===== src/rtl/bstk_pkg.sv =====
// Shared types, constants and helpers for the bounded stack with search.
package bstk_pkg;

    localparam int DEPTH      = 64;
    localparam int DATA_WIDTH = 32;

    localparam int CNT_W  = $clog2(DEPTH + 1);
    localparam int CELL_W = $clog2(DEPTH);
    localparam int CAP_W  = 7;
    localparam int CMP_W  = (CNT_W > CAP_W) ? CNT_W : CAP_W;

    // Search priority tree: groups of eight cells.
    localparam int GRP_W  = 3;
    localparam int GRP    = 1 << GRP_W;
    localparam int NGRP   = (DEPTH + GRP - 1) / GRP;
    localparam int NGRP_W = (NGRP > 1) ? $clog2(NGRP) : 1;
    localparam int PAD_W  = GRP_W + NGRP_W;

    localparam logic [CAP_W-1:0] CAP_RESET = 7'd64;

    typedef logic [DATA_WIDTH-1:0] t_data;

    typedef enum logic [2:0] {
        CMD_PUSH   = 3'd0,
        CMD_POP    = 3'd1,
        CMD_PEEK   = 3'd2,
        CMD_CLEAR  = 3'd3,
        CMD_SEARCH = 3'd4
    } t_cmd;

    typedef enum logic [1:0] {
        ST_OK       = 2'd0,
        ST_FULL     = 2'd1,
        ST_EMPTY    = 2'd2,
        ST_NOTFOUND = 2'd3
    } t_status;

    typedef enum logic [1:0] {
        S_IDLE,
        S_MATCH,
        S_GROUP,
        S_PICK
    } t_state;

    typedef struct packed {
        logic [2:0]         cmd;
        logic signed [31:0] data_value;
    } t_in_word;

    typedef struct packed {
        logic [1:0]         status;
        logic signed [31:0] value_out;
        logic [5:0]         found_index;
        logic [6:0]         count;
        logic               is_empty;
        logic               is_full;
    } t_out_word;

    // Shift control broadcast to every cell.
    typedef struct packed {
        logic push;
        logic pop;
    } t_shift;

    function automatic t_data in_to_word(input logic signed [31:0] v);
        return DATA_WIDTH'(v);
    endfunction

    function automatic logic signed [31:0] word_to_out(input t_data w);
        return 32'($signed(w));
    endfunction

endpackage


===== src/rtl/bstk_cell.sv =====
// One stack cell: holds an entry, shifts with its neighbors, compares to the key.
module bstk_cell import bstk_pkg::*; (
    input  logic   i_clk,
    input  t_shift i_shift,
    input  t_data  i_from_up,
    input  t_data  i_from_down,
    input  t_data  i_key,
    output t_data  o_data,
    output logic   o_match
);

    t_data r_data;

    // push moves entries away from the top, pop moves them toward it
    always_ff @(posedge i_clk) begin
        if (i_shift.push) begin
            r_data <= i_from_up;
        end else if (i_shift.pop) begin
            r_data <= i_from_down;
        end
    end

    assign o_data  = r_data;
    assign o_match = (r_data == i_key);

endmodule


===== config.mk =====
export PLATFORM = sky130hd
export DESIGN_NAME = bstk_cell
export DESIGN_NICKNAME = d
export VERILOG_FILES = /design/src/rtl/bstk_pkg.sv /design/src/rtl/bstk_cell.sv
export SDC_FILE = /design/constraint.sdc
export NUM_CORES = 1
export LEC_CHECK = 0
export ABC_AREA = 1
export BUFFER_PORTS_ARGS = -buffer_cell sky130_fd_sc_hd__clkbuf_2
export CAP_MARGIN = 10
export CORE_MARGIN = 8
export CORE_UTILIZATION = 42
export CTS_CLUSTER_DIAMETER = 120
export CTS_CLUSTER_SIZE = 25
export DETAILED_ROUTE_END_ITERATION = 8
export GPL_ROUTABILITY_DRIVEN = 0
export GPL_TIMING_DRIVEN = 0
export PLACE_DENSITY_LB_ADDON = 0.15
export SYNTH_ARGS = -nofsm -noshare
export SYNTH_HDL_FRONTEND = slang
export SYNTH_SLANG_ARGS = --single-unit

===== constraint.sdc =====
create_clock -name i_clk -period 1.5 [get_ports i_clk]
set_input_delay 0.075 -clock i_clk [delete_from_list [all_inputs] [get_ports i_clk]]
set_output_delay 0.075 -clock i_clk [all_outputs]
set_load 0.01 [all_outputs]

# Word level (Yosys, flattened, before mapping)

Index checks and enable logic that the tools add are counted.

Output and inout bits: 33
Register bits: 32
Logic and storage cells: 5
Bits of input ports: 99

Reduce and logical (&&, ||, !) cells: 1
Equality and inequality tests: 1
Muxes and demuxes: 2

Operator list:

| cell               | count |
|---|---|
| $mux W32           | 2 |
| $eq A32 B32 Y1     | 1 |
| $reduce_bool A2 Y1 | 1 |

# Logic depth before layout (Yosys ltp)

Depth in word-level cells: 2
Mapped depth: 8
Mapped depth without buffers: 8

# Worst setup path after synthesis

OpenSTA, ideal clock, no wires.

Path kind: reg-to-output
From: reg r_data[18] (netlist: o_data[18])
To: out o_match
Arrival time: 1.014 ns
Stages on the path, launching flop included: 8
Setup slack: 0.411 ns
Required time: 1.425 ns
Buffers on the path: 0
Cells stage by stage: edfxtp_1 nor2_1 nor2_1 nor2_1 nand2_1 nor2_1 nand2_1 nor2_1

Cells in the longest elaborated chain, start to end: 1

RTL lines:

| element                | RTL line        | source |
|---|---|---|
| from (decl)            | bstk_cell.sv:12 | `t_data r_data;` |
| from (signal assigned) | bstk_cell.sv:17 | `r_data <= i_from_up;` |
| from (signal assigned) | bstk_cell.sv:19 | `r_data <= i_from_down;` |
| $eq A32 B32 Y1         | bstk_cell.sv:24 | `assign o_match = (r_data == i_key);` |
| to (decl)              | bstk_cell.sv:9  | `output logic o_match` |

Every way passes these cells.

# Worst setup path in the final report

From: reg r_data[22] (netlist: o_data[22])
To: out o_match

Same word-level chain as after synthesis.

==> impl_metrics.tcl <==
set metrics [dict create \
    vias_per_cell 4.387 \
    drc_errors 0 \
    area_growth_pct 40.64 \
    htree_levels 2 \
    ant_nets 0 \
    cp-start-kind "flop" \
    power_frac_comb_pct 24.5 \
    fp.dieW_um 85.34 \
    crit_top_cell "nand2_1" \
    numPortBuffers 130 \
    row_count 25 \
    ys_warn_count 0 \
    power.switching_uw 701.7 \
    synthesis.area_mm2 0.002019 \
    final_common_cell "nand2_1" \
    rsz0062_at_grt "true" \
    synth_cells 305 \
    cts_tree "built" \
    antenna_found_initial 0 \
    placed_cell_area_mm2 0.002738 \
    vdd_drop_max_uv 468.3 \
    synth.distinct_cells 8 \
    clkSinkCount 32 \
    io_pins 132 \
    drt-initial-drc-count 67 \
    synth_area_per_cell_um2 6.621 \
    vias 2189 \
    final.setup.tns_ns 0 \
    pwr_density_cell_mw_per_mm2 845.8 \
    track_usage_pct 15.49 \
    die_height_um 85.34 \
    cts.clk_slew.worst_paths_ns 0.07 \
    post_drt_wl_per_cell_um 11.54 \
    maxCapViolCount 0 \
    die_area_mm2 0.007283 \
    worst_pin_slew_ns 0.7984 \
    period_share_pct 98.75 \
    synth_fp_nets 404 \
    dpl.hpwl_mm 4.700 \
    grt_pass1_vias 2164 \
    path_buf_inv 1 \
    worstPathMaxFanout 3 \
    crit_type "reg2out" \
    ys_ff_latch 32 \
    crit_slowest_cell "edfxtp_1" \
    final_cell_mix "171 x nand2_1, 129 x clkbuf_2, 48 x inv_1" \
    final-hold-violation-count 0 \
    p_int_uw 1701 \
    clk_path_buf_depth 2 \
    cpPeakStageDelay_ns 0.41 \
    start_util_pct 43.04 \
    relSlewSlack_pct 46.78 \
    clkPwrFrac_pct 26.7 \
    grt_pass1_wl_mm 8.928 \
    diodes 0 \
    fmax_ghz 0.6751 \
    fillers 470 \
    cp_cell_sequence "nand2_1 -> nand2_1 -> nor2_1 -> nand2_1 -> nor2_2 -> nand2_1 -> nor2_1 -> buf_2" \
    fin_nets 543 \
    fin_area_mm2 0.002840 \
    finalMaxSlewViolations 0 \
    overflow 0 \
    synth_seq_area_share_pct 47.58 \
    end_kind "primary output" \
    hold_path_class "in2reg" \
    period_minus_slack_ns 1.481 \
    largest_reg_flops 32 \
    cts_root_buffer "clkbuf_8" \
    drtPass1Iterations 4 \
    cts_made_buffers 5 \
    crit_required_ns 1.42 \
    worstPathArrival_ns 1.41 \
    grt_max_degree 33 \
    coreArea_mm2 0.004692 \
    status "finished, final reports clean" \
    drive_gt1_share_pct 33.26 \
    p_sw_share_pct 29.21 \
    p_leak_uw 0.001789 \
    fin_hold_ws_ns 0.05295 \
    routed_wl_mm 5.758 \
    setup_viol 0 \
    final_util_pct 60.53 \
    seqPwrFrac_pct 48.8 \
    cpLargestDelayFamily "simple AND/OR/NAND/NOR gates" \
]
[layout make-up]
cell class / instances / area (µm²) / area share (%)
clock inverters: 1 / 3.754 / 0.1322
inverters: 48 / 180.2 / 6.344
repair buffers: 132 / 665.6 / 23.44
multi-input cells: 218 / 843.3 / 29.69
clock buffers: 7 / 76.32 / 2.687
plain buffers: 7 / 42.54 / 1.498
flip-flops and latches: 32 / 960.9 / 33.83
well taps: 54 / 67.56 / 2.379
[kinds of logic after synthesis]
kind of cell | synth area share, %
DFF | 47.58
and+or+nand+nor | 40.09
xor gates and xnor gates | 1.301
buffers and inverters | 11.03
[repair_timing]
| action | 4_1_cts | 5_1_grt |
|---|---|---|
| hold endpoints to repair | 0 | 0 |
| pin swaps | 7 | 6 |
| resized for setup | 1 | 3 |
| endpoints found under the setup margin | 1 | 1 |
| setup buffers | 1 | 1 |
| hold buffers | 0 | 0 |
| gates cloned | 0 | 0 |
[path summary, 6_finish.rpt]
check,from,depth (start not counted),end,slack (ns)
worst max-delay path,o_data[22],8,o_match,0.02
worst min-delay path,i_from_down[5],3,o_data[5],0.05
[cell usage after synthesis]
cell      instances  area [µm²]
inv_1            48       180.2
buf_4             3       22.52
or2_2             1       6.260
nor2_1           43       161.4
buf_2             4       20.02
edfxtp_1         32       960.9
nand2_1         171       641.9
xor2_1            3       26.28
[per-stage QoR]
| step | instances | total power, µW | setup WS (ns) |
|---|---|---|---|
| floorplan | 305 | 1487 | 0.4108 |
| global placement | 489 | 1752 | 0.2300 |
| detailed placement | 489 | 1778 | 0.2040 |
| CTS | 498 | 2429 | -0.03394 |
| global route | 499 | 2552 | -0.1508 |
| finish | 499 | 2402 | 0.01877 |
[power by group through the flow]
stage / Clock [µW] / Sequential [µW] / Combinational (µW)
after floorplan: 0 / 1240 / 252
after global placement: 0 / 1180 / 569
after detailed placement: 0 / 1190 / 585
after CTS: 664 / 1170 / 592
after global routing: 698 / 1190 / 665
final: 642 / 1170 / 587
[routing by layer]
metal	vias to the layer above	track usage (%)	share of wire, %
li1	1172	-	-
met1	933	14.25	38
met2	79	28.62	50
met3	5	8.205	11
met4	0	4.777	1.1
met5	-	0	0
[worst min-delay path, cell delays in order]
cell and delay [ns]:
clkbuf_2 0.07, nand2_1 0.04, nand2_1 0.04
Power figures use the tool's default switching activity.
