File: src/rtl/bstk_pkg.sv
// Shared types, constants and helpers for the bounded stack with search.
package bstk_pkg;

    localparam int DEPTH      = 64;
    localparam int DATA_WIDTH = 32;

    localparam int CNT_W  = $clog2(DEPTH + 1);
    localparam int CELL_W = $clog2(DEPTH);
    localparam int CAP_W  = 7;
    localparam int CMP_W  = (CNT_W > CAP_W) ? CNT_W : CAP_W;

    // Search priority tree: groups of eight cells.
    localparam int GRP_W  = 3;
    localparam int GRP    = 1 << GRP_W;
    localparam int NGRP   = (DEPTH + GRP - 1) / GRP;
    localparam int NGRP_W = (NGRP > 1) ? $clog2(NGRP) : 1;
    localparam int PAD_W  = GRP_W + NGRP_W;

    localparam logic [CAP_W-1:0] CAP_RESET = 7'd64;

    typedef logic [DATA_WIDTH-1:0] t_data;

    typedef enum logic [2:0] {
        CMD_PUSH   = 3'd0,
        CMD_POP    = 3'd1,
        CMD_PEEK   = 3'd2,
        CMD_CLEAR  = 3'd3,
        CMD_SEARCH = 3'd4
    } t_cmd;

    typedef enum logic [1:0] {
        ST_OK       = 2'd0,
        ST_FULL     = 2'd1,
        ST_EMPTY    = 2'd2,
        ST_NOTFOUND = 2'd3
    } t_status;

    typedef enum logic [1:0] {
        S_IDLE,
        S_MATCH,
        S_GROUP,
        S_PICK
    } t_state;

    typedef struct packed {
        logic [2:0]         cmd;
        logic signed [31:0] data_value;
    } t_in_word;

    typedef struct packed {
        logic [1:0]         status;
        logic signed [31:0] value_out;
        logic [5:0]         found_index;
        logic [6:0]         count;
        logic               is_empty;
        logic               is_full;
    } t_out_word;

    // Shift control broadcast to every cell.
    typedef struct packed {
        logic push;
        logic pop;
    } t_shift;

    function automatic t_data in_to_word(input logic signed [31:0] v);
        return DATA_WIDTH'(v);
    endfunction

    function automatic logic signed [31:0] word_to_out(input t_data w);
        return 32'($signed(w));
    endfunction

endpackage

File: src/rtl/bstk_search.sv
// Registered priority tree that finds the lowest hit cell (nearest the top).
module bstk_search import bstk_pkg::*; (
    input  logic              i_clk,
    input  logic              i_load,
    input  logic [DEPTH-1:0]  i_hits,
    output logic              o_hit,
    output logic [CELL_W-1:0] o_cell
);

    logic [DEPTH-1:0]    r_hits;
    logic [NGRP*GRP-1:0] w_pad;
    logic                n_grp_hit [NGRP];
    logic [GRP_W-1:0]    n_grp_pos [NGRP];
    logic                r_grp_hit [NGRP];
    logic [GRP_W-1:0]    r_grp_pos [NGRP];
    logic [PAD_W-1:0]    w_cell;

    always_ff @(posedge i_clk) begin
        if (i_load) begin
            r_hits <= i_hits;
        end
    end

    assign w_pad = (NGRP*GRP)'(r_hits);

    // first stage: lowest hit inside each group
    always_comb begin
        for (int g = 0; g < NGRP; g++) begin
            n_grp_hit[g] = 1'b0;
            n_grp_pos[g] = '0;
            for (int p = GRP - 1; p >= 0; p--) begin
                if (w_pad[g*GRP + p]) begin
                    n_grp_hit[g] = 1'b1;
                    n_grp_pos[g] = GRP_W'(p);
                end
            end
        end
    end

    always_ff @(posedge i_clk) begin
        for (int g = 0; g < NGRP; g++) begin
            r_grp_hit[g] <= n_grp_hit[g];
            r_grp_pos[g] <= n_grp_pos[g];
        end
    end

    // second stage: lowest group with a hit
    always_comb begin
        o_hit  = 1'b0;
        w_cell = '0;
        for (int g = NGRP - 1; g >= 0; g--) begin
            if (r_grp_hit[g]) begin
                o_hit  = 1'b1;
                w_cell = (PAD_W'(g) << GRP_W) | PAD_W'(r_grp_pos[g]);
            end
        end
    end

    assign o_cell = CELL_W'(w_cell);

endmodule
File: config.mk
export PLATFORM = sky130hd
export DESIGN_NAME = bstk_search
export DESIGN_NICKNAME = d
export VERILOG_FILES = /design/src/rtl/bstk_pkg.sv /design/src/rtl/bstk_search.sv
export SDC_FILE = /design/constraint.sdc
export NUM_CORES = 1
export LEC_CHECK = 0
export BUFFER_PORTS_ARGS = -buffer_cell sky130_fd_sc_hd__buf_4
export CAP_MARGIN = 20
export CORE_UTILIZATION = 48
export DETAILED_ROUTE_END_ITERATION = 8
export PLACE_DENSITY = 0.72
export SLEW_MARGIN = 0
export SYNTH_ARGS = -nofsm -noshare
export SYNTH_HDL_FRONTEND = slang
export SYNTH_SLANG_ARGS = --single-unit
File: constraint.sdc
create_clock -name i_clk -period 2.7 [get_ports i_clk]
set_input_delay 0.54 -clock i_clk [delete_from_list [all_inputs] [get_ports i_clk]]
set_output_delay 0.54 -clock i_clk [all_outputs]
set_load 0.01 [all_outputs]
# --- Yosys cells after proc, flatten, opt, wreduce, memory -nomap -nowiden ---
# Memories as Yosys holds them, arrays and structs flattened.
# Index checks and enable logic that the tools add are counted.
word_totals:
  ram_bits: 32
  n_memories: 2
  register_bits: 64
  wordCells: 147
  input_bits: 66
  out_inout_bits: 7
memory_table:
  columns: ["name", "depth", "word_bits", "rd", "rd_ports_with_merged_regs", "wr", "line", "rtl"]
  rows:
  - ["r_grp_pos", 8, 3, 8, 0, 8, "bstk_search.sv:15", "logic [GRP_W-1:0] r_grp_pos [NGRP];"]
  - ["r_grp_hit", 8, 1, 8, 0, 8, "bstk_search.sv:14", "logic r_grp_hit [NGRP];"]
op_classes:
  n_mux: 144
op_table:
  columns: ["operator", "n"]
  rows:
  - ["$mux W3", 64]
  - ["$mux W1", 72]
  - ["$mux W6", 8]

# --- Depth between registers and ports, before layout ---
logic_depth:
  word_depth: 8
  mapped_depth: 4
  depth_no_buf: 4

# --- Least setup slack after synthesis ---
# No wires, ideal clock.
synth_timing:
  path_kind: "reg-to-output"
  from: "memory r_grp_hit[5][0] (netlist: r_grp_hit[1][1])"
  to: "output port o_cell[0]"
  required_time_ps: 2160
  arrival_ps: 1244
  setup_slack_ps: 916
  n_path_buf: 0
  stages_incl_launch_ff: 5
  cell_sequence: "dfxtp_1 or2b_2 o22ai_1 or4_1 a31oi_1"
synth_rtl:
  columns: ["element", "line", "rtl"]
  rows:
  - ["start, declared", "bstk_search.sv:14", null]
  - ["end, declared", "bstk_search.sv:7", "output logic [CELL_W-1:0] o_cell"]

==> impl_results.md <==
* Chip height at 85.9 um
* Peak VDD IR at 363 uV
* Gr ovfl total at 0
* Die Span X at 85.9 um
* Syn_nets at 313
* Vias in the first global route at 2,069
* Final Hold Vio Count at 0
* Hold Path Class: in -> reg
* Die ar. at 7380 sq um
* Overall Global Routing Usage at 15.9%
* Area delta synth->final at 26.3%
* Via-to-Cell Ratio at 4.87
* # diodes at 0
* Htree depth at 3
* Rows at 30
* Setup repair bufs after CTS at 0
* Area of the core at 6790 sq um
* Initial antenna violation count at 0
* Relative slew slack at 48.3%
* Crit. End Element: primary output
* Crit-path leading delay family: simple AND/OR/NAND/NOR gates
* Critical path arrival at 1.77 ns
* Pleak at 1.68 nW
* Hold-fix buffer count after cts at 0
* Crit. Startpoint: r_grp_hit[1][3]
* Largest cells by area after synthesis: edfxtp_1 (57%), dfxtp_1 (19%), nor3_1 (3.7%)
* Tightest Pin Transition at 0.775 ns
* I/O Buffers at 72
* Synth cell count leaders: edfxtp_1 (64), dfxtp_1 (32), nor3_1 (25), inv_1 (19)
* Ys async rst share at 0%
* Clk root buf: clkbuf_8
* Post-CTS sizing at 0
* Cts bufs inserted at 9
* Initial DRC count at 47
* Clk_lat worst skew at 0.35 ns
* Clock sinks at 96
* Num ports at 73
* Layout cells sized above 1 at 27.2%
* Clk buf depth at 2
* Flops & latches, synth at 96
* PwrDens at 697 nW/um^2
* Via count at 2,092
* Gate Count Post-Synth at 247
* DRT antenna net count at 0
* RSZ-0062 raised after global routing: no
* Worst r2r src: r_hits[36]
* Crit-path cells: nor2b_4, a221oi_1, or4_1, a31oi_1, buf_4
* Final worst-path cycle share at 85.5%
* Final setup fails at 0
* Max-cap violations at 0
* Global-route wire length before repair at 8.81 mm
* Residual DRC at 0
* Post-DP HPWL at 3.99 mm
* Min-delay src: i_hits[42]
* Area occupied by multi-input gates at 742 sq um
* Post-synth top area cell: edfxtp_1
* Top FF cell, synth: edfxtp_1
* Synth unique cells at 24
* Drt first pass iters at 4
* Sequential cell area at 2560 sq um
* Synthesis Warnings at 0
* Layout filler cell count at 515
* R2R setup slack at 1.53 ns
* Most common cell in the synthesized netlist: edfxtp_1
* Post-synth EDFFs at 64
* Worst path slowest cell: or4_1
* Minimum clock period at 2.31 ns
* CTS clk-pin slew, worst paths at 0.10 ns
* Sequential cell area fraction in the yosys report at 75.8%
* Setup CP Type: reg -> out
* Max Slew Vio Count at 0
* Max incr delay on CP at 0.42 ns
* Setup Skew at 0.00660 ns
* Wire per inst at 12.5 um
* Max Freq at 433 MHz
* Initial Util at 49.7%
* GP Congestion at 0.772
* Status: finished, final reports clean
* Worst EP required at 2.16 ns
* Worst setup SP type: flop
* Worst Path Max Fanout at 4
* Top cell type's share of synthesized area at 56.9%
* Fin Setup TNS at 0 ns
* Drt total wl at 5.36 mm
* Synthesized area per cell at 13.7 sq um
* Cell area after synthesis at 3380 sq um
* Buffers plus inverters on the worst setup path at 1
* Nets at 395
* Largest net degree at the start of global routing at 65
* Hold WS at 0.357 ns
* CTS tree: done
==> logic make-up after synthesis <==
kind of cell           share of synthesized area [%]
buffers and inverters                           2.22
and+or+nand+nor                                 14.1
DFF                                             75.8
AOI/OAI and AO/OA                               7.81
==> area by class of cell <==
cell class / instances / area share, %
sequential: 96 / 60.0
clock inverter: 7 / 2.55
timing repair buffer: 72 / 12.7
tap: 96 / 2.81
inverter: 19 / 1.67
clock buffer: 9 / 2.90
multi-input combinational: 131 / 17.4
==> sequential cells by signal, indices dropped and copies added, names as in the netlist <==
signal     cells
r_hits        64
r_grp_pos     24
r_grp_hit      8
==> per-layer routing <==
metal / GRT usage, % / wire (um)
met5: 0 / 0
met2: 26.6 / 2720
met1: 19.0 / 2300
met4: 5.00 / 68
met3: 6.16 / 277
==> power by group <==
group	internal [mW]	switching (mW)	leakage, nW
clock network	0.544	0.503	0.119
registers	1.68	0.0655	0.890
logic	0.107	0.0710	0.673
total	2.34	0.639	1.68
==> final timing paths <==
path | end | cells after the start
worst min-delay path | r_hits[42] | 1
worst max-delay path | o_cell[2] | 5
worst min register to register | r_grp_pos[0][6] | 1
worst max register to register | r_grp_hit[1][0] | 2
==> cell usage in the layout (no fill, tap or decap), types with 2 or more instances in the layout <==
cell type	Yosys	layout
nor3_1	25	25
inv_6	0	3
bufinv_16	0	2
buf_4	0	72
a31oi_1	3	3
o21bai_1	8	8
clkbuf_8	0	9
nor4_1	16	16
inv_8	0	2
inv_1	19	19
a221oi_1	3	3
nor2b_1	8	8
edfxtp_1	64	64
a22oi_1	3	3
a21oi_1	16	16
dfxtp_1	32	32
o22ai_1	6	6
nand2b_1	8	8
or4_1	3	3
nor2_1	13	13
nand2_1	11	11
o21ai_0	2	2
==> worst register-to-register path: cells and delay by family (launching register included) <==
family,cells,cell delay [ns]
simple gates,2,0.61
flops,1,0.42
==> per-stage QoR <==
step	setup WS (ns)	utilization, %	cells	cell area [sq um]	power, mW
2_1_floorplan	0.916	-	247	3380	1.84
3_3_place_gp	0.824	59.4	414	4040	1.95
3_5_place_dp	0.790	59.4	414	4040	1.97
4_1_cts	0.389	62.8	430	4270	3.01
5_1_grt	0.251	62.8	430	4270	3.10
6_report	0.392	62.8	430	4270	2.98
Note: power is estimated with default switching activity, not from simulation.
